### src/sv/sqe_pkg.sv
// Package for the stack/queue engine: field widths, op and status codes,
// and the command type passed from the front end to the back end.
// No dependencies.
`timescale 1ns / 1ps
`default_nettype none

package sqe_pkg;

  localparam int DATA_W      = 32;
  localparam int OP_W        = 3;
  localparam int STATUS_W    = 3;
  localparam int DEPTH_DEF   = 64;
  localparam int CMD_Q_DEPTH = 2;

  // Op codes carried on the input tuser.
  localparam logic [OP_W-1:0] OP_PUSH = 3'd0;
  localparam logic [OP_W-1:0] OP_DUMP = 3'd1;
  localparam logic [OP_W-1:0] OP_PEEK = 3'd2;
  localparam logic [OP_W-1:0] OP_POP  = 3'd3;
  localparam logic [OP_W-1:0] OP_SWAP = 3'd4;

  // Status codes reported on the output tuser.
  localparam logic [STATUS_W-1:0] ST_OK         = 3'd0;
  localparam logic [STATUS_W-1:0] ST_PEEK_EMPTY = 3'd1;
  localparam logic [STATUS_W-1:0] ST_POP_EMPTY  = 3'd2;
  localparam logic [STATUS_W-1:0] ST_SWAP_SHORT = 3'd3;
  localparam logic [STATUS_W-1:0] ST_PUSH_FULL  = 3'd4;

  typedef struct packed {
    logic [OP_W-1:0]   op;
    logic [DATA_W-1:0] value;
  } cmd_t;

endpackage

`default_nettype wire

### src/sv/sqe_front.sv
// Front end of the stack/queue engine: accepts input transactions, drops
// unused op codes and queues the rest as commands for the back end.
// Depends on sqe_pkg.
`timescale 1ns / 1ps
`default_nettype none

module sqe_front (
  input  wire logic                      clk,
  input  wire logic                      rst,
  input  wire logic                      s_axis_tvalid,
  output logic                           s_axis_tready,
  input  wire logic [sqe_pkg::DATA_W-1:0] s_axis_tdata,  // value
  input  wire logic [sqe_pkg::OP_W-1:0]   s_axis_tuser,  // op
  output logic                           cmd_valid,
  input  wire logic                      cmd_ready,
  output sqe_pkg::cmd_t                  cmd
);
  import sqe_pkg::*;

  localparam int PW = (CMD_Q_DEPTH > 1) ? $clog2(CMD_Q_DEPTH) : 1;
  localparam int CW = $clog2(CMD_Q_DEPTH + 1);

  cmd_t          q [CMD_Q_DEPTH];
  logic [PW-1:0] wr_ptr;
  logic [PW-1:0] rd_ptr;
  logic [CW-1:0] fill;
  logic          in_fire;
  logic          known_op;
  logic          push_q;
  logic          pop_q;

  assign s_axis_tready = (fill != CW'(CMD_Q_DEPTH));
  assign in_fire       = s_axis_tvalid && s_axis_tready;
  assign known_op      = s_axis_tuser inside {OP_PUSH, OP_DUMP, OP_PEEK, OP_POP, OP_SWAP};
  assign push_q        = in_fire && known_op;
  assign cmd_valid     = (fill != '0);
  assign pop_q         = cmd_valid && cmd_ready;
  assign cmd           = q[rd_ptr];

  always_ff @(posedge clk) begin
    if (push_q) begin
      q[wr_ptr].op    <= s_axis_tuser;
      q[wr_ptr].value <= s_axis_tdata;
    end
  end

  always_ff @(posedge clk) begin
    if (rst) begin
      wr_ptr <= '0;
      rd_ptr <= '0;
      fill   <= '0;
    end else begin
      if (push_q) begin
        wr_ptr <= (wr_ptr == PW'(CMD_Q_DEPTH - 1)) ? '0 : wr_ptr + PW'(1);
      end
      if (pop_q) begin
        rd_ptr <= (rd_ptr == PW'(CMD_Q_DEPTH - 1)) ? '0 : rd_ptr + PW'(1);
      end
      if (push_q && !pop_q) begin
        fill <= fill + CW'(1);
      end else if (pop_q && !push_q) begin
        fill <= fill - CW'(1);
      end
    end
  end

endmodule

`default_nettype wire

### src/sv/sqe_back.sv
// Back end of the stack/queue engine: executes queued commands against the
// ring store, walks dumps and holds the output register.
// Depends on sqe_pkg.
`timescale 1ns / 1ps
`default_nettype none

module sqe_back #(
  parameter int DEPTH = sqe_pkg::DEPTH_DEF
) (
  input  wire logic                          clk,
  input  wire logic                          rst,
  input  wire logic                          queue_mode_we,
  input  wire logic                          queue_mode_data,
  input  wire logic                          cmd_valid,
  output logic                               cmd_ready,
  input  wire sqe_pkg::cmd_t                 cmd,
  output logic                               m_axis_tvalid,
  input  wire logic                          m_axis_tready,
  output logic [sqe_pkg::DATA_W-1:0]         m_axis_tdata,  // data
  output logic [sqe_pkg::STATUS_W:0]         m_axis_tuser,  // data_valid, status
  output logic                               m_axis_tlast   // last
);
  import sqe_pkg::*;

  localparam int AW = (DEPTH > 1) ? $clog2(DEPTH) : 1;
  localparam int CW = $clog2(DEPTH + 1);
  localparam int SW = AW + 1;

  localparam logic [2:0] S_IDLE    = 3'd0;
  localparam logic [2:0] S_SEND    = 3'd1;
  localparam logic [2:0] S_SWAP_B  = 3'd2;
  localparam logic [2:0] S_SWAP_WA = 3'd3;
  localparam logic [2:0] S_SWAP_WB = 3'd4;

  // Ring position of an offset from the front entry; offset is below DEPTH.
  function automatic logic [AW-1:0] slot(input logic [AW-1:0] base,
                                         input logic [CW-1:0] offset);
    logic [SW-1:0] s;
    s = SW'(base) + SW'(offset);
    if (s >= SW'(DEPTH)) begin
      s = s - SW'(DEPTH);
    end
    return s[AW-1:0];
  endfunction

  logic [DATA_W-1:0] mem [DEPTH];
  logic [DATA_W-1:0] rdata;
  logic              mem_we;
  logic [AW-1:0]     mem_waddr;
  logic [DATA_W-1:0] mem_wdata;
  logic              mem_re;
  logic [AW-1:0]     mem_raddr;

  logic [2:0]        state, state_next;
  logic [AW-1:0]     front, front_next;
  logic [CW-1:0]     count, count_next;
  logic [CW-1:0]     cursor, cursor_next;
  logic              is_peek, is_peek_next;
  logic              queue_mode;
  logic [DATA_W-1:0] tmp;
  logic              tmp_load;
  logic [AW-1:0]     front_dec;
  logic [AW-1:0]     front_inc;
  logic              out_free;
  logic              load_out;
  logic [DATA_W-1:0] out_data_next;
  logic              out_dv_next;
  logic [STATUS_W-1:0] out_status_next;
  logic              out_last_next;
  logic              send_last;

  assign out_free  = !m_axis_tvalid || m_axis_tready;
  assign cmd_ready = (state == S_IDLE) && out_free;
  assign front_dec = (front == '0) ? AW'(DEPTH - 1) : front - AW'(1);
  assign front_inc = slot(front, CW'(1));
  assign send_last = is_peek || (cursor + CW'(1) == count);

  always_comb begin
    state_next      = state;
    front_next      = front;
    count_next      = count;
    cursor_next     = cursor;
    is_peek_next    = is_peek;
    tmp_load        = 1'b0;
    mem_we          = 1'b0;
    mem_waddr       = front;
    mem_wdata       = rdata;
    mem_re          = 1'b0;
    mem_raddr       = front;
    load_out        = 1'b0;
    out_data_next   = '0;
    out_dv_next     = 1'b0;
    out_status_next = ST_OK;
    out_last_next   = 1'b1;
    case (state)
      S_IDLE: begin
        if (cmd_valid && cmd_ready) begin
          case (cmd.op)
            OP_PUSH: begin
              if (count == CW'(DEPTH)) begin
                load_out        = 1'b1;
                out_status_next = ST_PUSH_FULL;
              end else begin
                mem_we    = 1'b1;
                mem_wdata = cmd.value;
                if (queue_mode) begin
                  mem_waddr = slot(front, count);
                end else begin
                  mem_waddr  = front_dec;
                  front_next = front_dec;
                end
                count_next = count + CW'(1);
              end
            end
            OP_DUMP: begin
              if (count != '0) begin
                mem_re       = 1'b1;
                cursor_next  = '0;
                is_peek_next = 1'b0;
                state_next   = S_SEND;
              end
            end
            OP_PEEK: begin
              if (count == '0) begin
                load_out        = 1'b1;
                out_status_next = ST_PEEK_EMPTY;
              end else begin
                mem_re       = 1'b1;
                cursor_next  = '0;
                is_peek_next = 1'b1;
                state_next   = S_SEND;
              end
            end
            OP_POP: begin
              if (count == '0) begin
                load_out        = 1'b1;
                out_status_next = ST_POP_EMPTY;
              end else begin
                front_next = front_inc;
                count_next = count - CW'(1);
              end
            end
            OP_SWAP: begin
              if (count < CW'(2)) begin
                load_out        = 1'b1;
                out_status_next = ST_SWAP_SHORT;
              end else begin
                mem_re     = 1'b1;
                state_next = S_SWAP_B;
              end
            end
            default: begin
            end
          endcase
        end
      end
      S_SEND: begin
        if (out_free) begin
          load_out      = 1'b1;
          out_data_next = rdata;
          out_dv_next   = 1'b1;
          out_last_next = send_last;
          if (send_last) begin
            cursor_next = '0;
            state_next  = S_IDLE;
          end else begin
            mem_re      = 1'b1;
            mem_raddr   = slot(front, cursor + CW'(1));
            cursor_next = cursor + CW'(1);
          end
        end
      end
      S_SWAP_B: begin
        tmp_load   = 1'b1;
        mem_re     = 1'b1;
        mem_raddr  = front_inc;
        state_next = S_SWAP_WA;
      end
      S_SWAP_WA: begin
        mem_we     = 1'b1;
        mem_waddr  = front;
        mem_wdata  = rdata;
        state_next = S_SWAP_WB;
      end
      S_SWAP_WB: begin
        mem_we     = 1'b1;
        mem_waddr  = front_inc;
        mem_wdata  = tmp;
        state_next = S_IDLE;
      end
      default: begin
        state_next = S_IDLE;
      end
    endcase
  end

  // Ring store: one write port, one registered read port.
  always_ff @(posedge clk) begin
    if (mem_we) begin
      mem[mem_waddr] <= mem_wdata;
    end
    if (mem_re) begin
      rdata <= mem[mem_raddr];
    end
  end

  always_ff @(posedge clk) begin
    if (tmp_load) begin
      tmp <= rdata;
    end
    if (load_out) begin
      m_axis_tdata <= out_data_next;
      m_axis_tuser <= {out_status_next, out_dv_next};
      m_axis_tlast <= out_last_next;
    end
  end

  always_ff @(posedge clk) begin
    if (rst) begin
      state         <= S_IDLE;
      front         <= '0;
      count         <= '0;
      cursor        <= '0;
      is_peek       <= 1'b0;
      queue_mode    <= 1'b0;
      m_axis_tvalid <= 1'b0;
    end else begin
      state   <= state_next;
      front   <= front_next;
      count   <= count_next;
      cursor  <= cursor_next;
      is_peek <= is_peek_next;
      if (queue_mode_we) begin
        queue_mode <= queue_mode_data;
      end
      if (load_out) begin
        m_axis_tvalid <= 1'b1;
      end else if (m_axis_tready) begin
        m_axis_tvalid <= 1'b0;
      end
    end
  end

  a_count_bound : assert property (@(posedge clk) disable iff (rst)
    count <= CW'(DEPTH))
    else $error("entry count exceeds the store depth");

  a_cursor_in_range : assert property (@(posedge clk) disable iff (rst)
    (state == S_SEND) |-> (cursor < count))
    else $error("dump cursor ran past the stored entries");

  a_push_grows : assert property (@(posedge clk) disable iff (rst)
    (cmd_valid && cmd_ready && cmd.op == OP_PUSH && count != CW'(DEPTH))
    |=> (count == $past(count) + CW'(1)))
    else $error("successful push did not grow the store");

  a_store_stable_in_send : assert property (@(posedge clk) disable iff (rst)
    (state == S_SEND) |=> $stable(front) && $stable(count))
    else $error("store pointers moved while results were being sent");

endmodule

`default_nettype wire

### src/sv/stack_queue_engine.sv
// Top level of the stack/queue engine: a command queue front end feeding a
// ring-store back end. Depends on sqe_pkg, sqe_front and sqe_back.
//
// Usage: each input transaction carries an op on s_axis_tuser and a signed
// 32-bit value on s_axis_tdata. Push places the value at the front (stack
// mode) or at the back (queue mode, set through queue_mode_we/queue_mode_data
// while the block is idle). Pop drops the front, swap exchanges the two front
// entries, peek returns the front and dump returns every entry front first.
// Results leave on the m_axis group: tdata is the entry, tuser holds
// data_valid in bit 0 and the status code above it, tlast marks the final
// result of one input. Successful push, pop and swap, an empty dump and the
// unused op codes produce no result.
// Timing: the front end takes one transaction per cycle until its two-entry
// command queue fills. The back end completes push, pop and failed ops in
// S_IDLE, a swap via S_SWAP_B, S_SWAP_WA and S_SWAP_WB (one write port) and a
// peek or dump in S_SEND, reading the store ahead of each result; a dump's
// later results follow one per cycle while the receiver holds tready high.
// Reset (rst, synchronous) empties the store and the command queue and sets
// stack mode; entry contents are not cleared. When the receiver holds tready
// low, the output register keeps its result, the back end waits and the
// command queue absorbs up to two more transactions before s_axis_tready drops.
`timescale 1ns / 1ps
`default_nettype none

module stack_queue_engine #(
  parameter int DEPTH = sqe_pkg::DEPTH_DEF
) (
  input  wire logic                          clk,
  input  wire logic                          rst,
  input  wire logic                          queue_mode_we,
  input  wire logic                          queue_mode_data,
  input  wire logic                          s_axis_tvalid,
  output logic                               s_axis_tready,
  input  wire logic [sqe_pkg::DATA_W-1:0]    s_axis_tdata,   // value
  input  wire logic [sqe_pkg::OP_W-1:0]      s_axis_tuser,   // op
  output logic                               m_axis_tvalid,
  input  wire logic                          m_axis_tready,
  output logic [sqe_pkg::DATA_W-1:0]         m_axis_tdata,   // data
  output logic [sqe_pkg::STATUS_W:0]         m_axis_tuser,   // data_valid, status
  output logic                               m_axis_tlast    // last
);
  import sqe_pkg::*;

  // Command handoff between the front end and the back end.
  logic cmd_valid;
  logic cmd_ready;
  cmd_t cmd;

  sqe_front u_front (
    .clk          (clk),
    .rst          (rst),
    .s_axis_tvalid(s_axis_tvalid),
    .s_axis_tready(s_axis_tready),
    .s_axis_tdata (s_axis_tdata),
    .s_axis_tuser (s_axis_tuser),
    .cmd_valid    (cmd_valid),
    .cmd_ready    (cmd_ready),
    .cmd          (cmd)
  );

  // The back end owns the store, its pointers, the mode register and the
  // output register.
  sqe_back #(
    .DEPTH(DEPTH)
  ) u_back (
    .clk            (clk),
    .rst            (rst),
    .queue_mode_we  (queue_mode_we),
    .queue_mode_data(queue_mode_data),
    .cmd_valid      (cmd_valid),
    .cmd_ready      (cmd_ready),
    .cmd            (cmd),
    .m_axis_tvalid  (m_axis_tvalid),
    .m_axis_tready  (m_axis_tready),
    .m_axis_tdata   (m_axis_tdata),
    .m_axis_tuser   (m_axis_tuser),
    .m_axis_tlast   (m_axis_tlast)
  );

endmodule

`default_nettype wire

### config.mk
export PLATFORM = sky130hd
export DESIGN_NAME = stack_queue_engine
export DESIGN_NICKNAME = d
export VERILOG_FILES = /design/src/sv/sqe_pkg.sv /design/src/sv/sqe_front.sv /design/src/sv/sqe_back.sv /design/src/sv/stack_queue_engine.sv
export SDC_FILE = /design/constraint.sdc
export NUM_CORES = 2
export LEC_CHECK = 0
export ABC_AREA = 1
export BUFFER_PORTS_ARGS = -buffer_cell sky130_fd_sc_hd__clkbuf_2
export CORE_UTILIZATION = 47
export CTS_BUF_LIST = sky130_fd_sc_hd__clkbuf_16
export DETAILED_ROUTE_END_ITERATION = 10
export PLACE_DENSITY = 0.73
export SKIP_LAST_GASP = 1
export SLEW_MARGIN = 20
export SYNTH_ARGS = -nofsm -noshare
export SYNTH_HDL_FRONTEND = slang
export SYNTH_SLANG_ARGS = --single-unit
### constraint.sdc
create_clock -name clk -period 5.2 [get_ports clk]
set_input_delay 0.26 -clock clk [delete_from_list [all_inputs] [get_ports clk]]
set_output_delay 0.26 -clock clk [all_outputs]
set_load 0.02 [all_outputs]
==> metrics.md <==
| Metric | Value |
|---|---|
| Synthesized Nets | slightly below 9k |
| Detailed-placement wirelength estimate | ~160 mm |
| Number of inserted filler cells in the final layout | roughly 17k |
| Reg2Reg Depth | 22 |
| Post-DR wirelength/cell | about 24 um |
| Met2 Use GR | 0.409 |
| Area taken by multi-input logic gates | between 20000 and 25000 sq um |
| Pin count of the biggest net entering global routing | about 160 |
| Static Leakage | just over 0.04 uW |
| Switching portion of total power | 0.434 |
| Number of warning messages in the yosys log | 0 |
| Post-placement cell count | around 11k |
| Count of nets after finishing | just under 9k |
| Cell count after synthesis | 8725 |
| Boundary pin count | 80 |
| DR DRC count | 0 |
| Endpoint required time on the critical path | a little under 6000 ps |
| Minimum period implied by the final worst setup slack | between 4000 and 5000 ps |
| Overall power | around 72000 uW |
| Internal power | slightly above 40000 uW |
| Maximum buffer depth of the clock tree | 3 |
| Worst Max-Slew Pin Slew | 1100 ps |
| Port Buffers | between 70 and 80 |
| Final setup violation count | 0 |
| Clock network fraction of design power | 0.213 |
| Post-route clock skew | 64.5 ps |
| Share of power burned in registers | 0.353 |
| Number of non-filler instances in the completed layout | ~12k |
| Worst hold stages | 5 |
| Final GP Congestion | 0.930 |
| Global-route wire length before repair | 410 mm |
| Number of flops mapped to enable cells by yosys | 2219 |
| Width of the die | ~460 um |
| Clock insertion delay at the later pin of the skew report | approximately 900 ps |
| Antenna violations before repair | 5 |
| Cts bufs inserted | 217 |
| Die Footprint | 208000 sq um |
| Worst Setup Start Kind | flip-flop |
| Class of the most critical setup path | flip-flop to flip-flop |
| Initial DRC count | ~9.5k |
| Worst max-slew margin expressed relative to the limit | 0.264 |
| Kind of path behind the tightest hold check | input port to flip-flop |
| H-tree Lvls | 4 |
| Start point of the critical path | u_back.cursor[0] |
| Maximum frequency from static timing analysis | 0.211 GHz |
| Critical Path End Type | flip-flop |
| Root buf cell | clkbuf_16 |
| Cell area after technology mapping | slightly below 100000 sq um |
| Final critical-path share of the clock period | 0.913 |
| Outcome | completed |
| Met3 routing resource usage after global routing | 0.0547 |
| Remaining global-route overflow | 0 |
| Launch instance of the worst register-to-register path | u_back.cursor[0] |
| Synthesized area per cell | 11.1 sq um |
| Max-slew violation count | 0 |
| Placement Rows | 166 |
| Beginning of the worst hold path | m_axis_tready |
| Fraction of final layout cells with drive strength greater than 1 | 0.0864 |
| Sequential fraction of the synthesis area | 0.693 |
| Clock sink count | between 2k and 2.5k |
| Critical Path Fanout Max | 162 |
| Number of distinct library cell variants in the gate-level netlist after synthesis | 46 |
| Total via count after detailed routing | just under 70k |
| Clock transition at the registers of the reported paths | roughly 60 ps |
| Met1 demand-to-capacity share in global routing | 0.340 |
| Total track usage | 0.261 |
| Vias in the first global route | about 65k |
| Routed Antenna Nets | 0 |
| Placeable core region | just over 200000 sq um |
| Die height | roughly 460 um |
| Area growth from synthesis to layout | 12.5% |
| Combinational Power Share | 0.433 |
| Maximum VDD drop | a little under 700 uV |
| Data arrival time of the worst path | approximately 5300 ps |
| Async S/R FF share, synth | 0 |
| Starting density of the core | 0.474 |
| CTS tree | done |
| Net load switching power | between 30000 and 40000 uW |
| RSZ-0062 raised after global routing | false |
| Number of hold violations in the final report | 0 |
| Most congested layer reported by global routing | met2 |
| Number of resized instances in the post-cts repair step | 0 |
| Number of vias per cell | slightly below 6 |
| Total wire length after detailed routing | ~280 mm |
| Total power divided by cell area | about 660 nW/um^2 |
| Maxcap violations | 0 |
| FF+latch count, synth | approximately 2.3k |
| Final setup TNS | 0 ps |
| Dominant synthesized flop cell | edfxtp_1 |
| Total area of sequential cells | roughly 67000 sq um |
| Initial DRT Pass Iterations | 8 |
[Yosys cell counts, types with 3 or more instances]
master | n | area, sq um
a211oi_1 | 3 | 22.5
a21oi_1 | 82 | 410
a221o_1 | 4 | 40.0
a22oi_1 | 4 | 30.0
a31oi_1 | 3 | 18.8
buf_1 | 48 | 180
buf_2 | 338 | 1690
buf_4 | 26 | 195
buf_6 | 8 | 90.1
clkbuf_1 | 128 | 480
dfxtp_1 | 31 | 621
edfxtp_1 | 2219 | 66600
fa_1 | 3 | 60.1
ha_1 | 20 | 250
inv_1 | 722 | 2710
inv_2 | 10 | 37.5
mux2_2 | 28 | 315
mux2i_1 | 5 | 50.1
nand2_1 | 2519 | 9460
nand2_2 | 4 | 25.0
nand3_1 | 1787 | 8940
nand3b_1 | 418 | 3140
nand4_1 | 5 | 31.3
nor2_1 | 154 | 578
nor2_2 | 4 | 25.0
nor3_1 | 4 | 20.0
o211ai_1 | 34 | 255
o21ai_0 | 69 | 345
o21ai_1 | 6 | 30.0
xnor2_1 | 6 | 52.6
xor2_1 | 16 | 140
[area by class of cell]
class / instances / share of cell area
Multi-Input combinational cell: 5194 / 0.229
Clock buffer: 217 / 0.0498
Antenna cell: 1 / 0.0000229
Clock inverter: 190 / 0.0140
Inverter: 733 / 0.0254
Sequential cell: 2250 / 0.616
Tap cell: 2688 / 0.0308
Timing Repair Buffer: 386 / 0.0350
[placed cells by master (no fill, tap or decap), types with 8 or more instances in the layout]
cell type      instances
nand3b_1             418
clkinv_2              31
nor2_4                68
dfxtp_1               30
edfxtp_1            2219
dlygate4sd3_1         40
buf_12                80
nand3_1             1786
bufinv_16             18
ha_1                  20
clkbuf_16            217
nor2_1                86
mux2_2                28
inv_2                  8
inv_1                778
o21ai_0               69
xor2_1                16
clkinv_1              53
clkbuf_2              79
buf_4                186
clkinvlp_4            12
nand2_1             2519
o211ai_1              34
a21oi_1               82
[per-layer routing]
metal / routed length [um] / up-vias
met3: 30600 / 716
met2: 127000 / 4186
met4: 16400 / 2
met5: 135 / -
li1: - / 30100
met1: 104000 / 32500
[through the flow]
stage	instance area [sq um]	setup slack, ps	utilization	hold slack, ps
after floorplan	97000	1150	-	359
after global placement	102000	590	0.497	439
after detailed placement	102000	640	0.497	436
after CTS	109000	627	0.533	50.7
after global routing	109000	343	0.533	117
final	109000	455	0.533	131
[flip-flops by register name (all words and copies together), names as in the netlist, named ones only]
register,count
u_back.mem,2048
u_front.q,70
u_back.m_axis_tdata,32
u_back.rdata,32
u_back.tmp,32
u_back.count,7
u_back.cursor,7
u_back.front,6
u_back.m_axis_tuser,4
u_back.state,3
u_front.fill,2
u_back.is_peek,1
u_back.m_axis_tlast,1
u_back.m_axis_tvalid,1
u_back.queue_mode,1
u_front.rd_ptr,1
u_front.wr_ptr,1
[path summary, 6_finish.rpt]
check,slack [ps],endpoint
worst max-delay path,450,u_back.rdata[18]
worst min-delay path,130,u_back.m_axis_tvalid
worst max register to register,450,u_back.rdata[18]
worst min register to register,460,u_back.tmp[22]
[power by group through the flow]
stage,combinational (uW),clock (uW),sequential (uW)
4_1_cts,30600,15600,25600
6_report,31400,15500,25600
3_3_place_gp,29800,0,25900
5_1_grt,33300,16200,25600
3_5_place_dp,30400,0,26000
2_1_floorplan,17700,0,26200
[repair_timing]
action | in CTS | in global routing
hold buffers | 40 | 0
setup buffers | 0 | 0
endpoints found under the hold margin | 95 | 0
[kinds of logic (layout without fill, tap and decap cells)]
logic type | count (synthesis) | in the layout | share of synthesized area
compound gates | 211 | 211 | 0.0124
xor+xnor | 22 | 22 | 0.00199
simple gates | 4905 | 4905 | 0.230
buf+inv | 1281 | 1526 | 0.0555
flops | 2250 | 2250 | 0.693
fa+ha+maj | 23 | 23 | 0.00320
other cells | 0 | 1 | 0
mux | 33 | 33 | 0.00377
[critical path: stages, from the launching register on]
cell	delay (ps)
dfxtp_1	420
ha_1	210
nand2_2	90
nor2_2	160
nand2_1	60
nand2_1	80
nand2_1	70
nand2_1	60
nand2_1	50
nor2_1	130
nand2_2	130
nand3_4	120
nand2_1	100
nand3_4	200
buf_12	490
buf_4	620
nand3b_1	150
nand3_1	130
nand3_1	150
nand3_1	120
nand3_1	180
nand3_1	420
nand2_1	100
No activity file was read; power rests on OpenSTA's default activity.
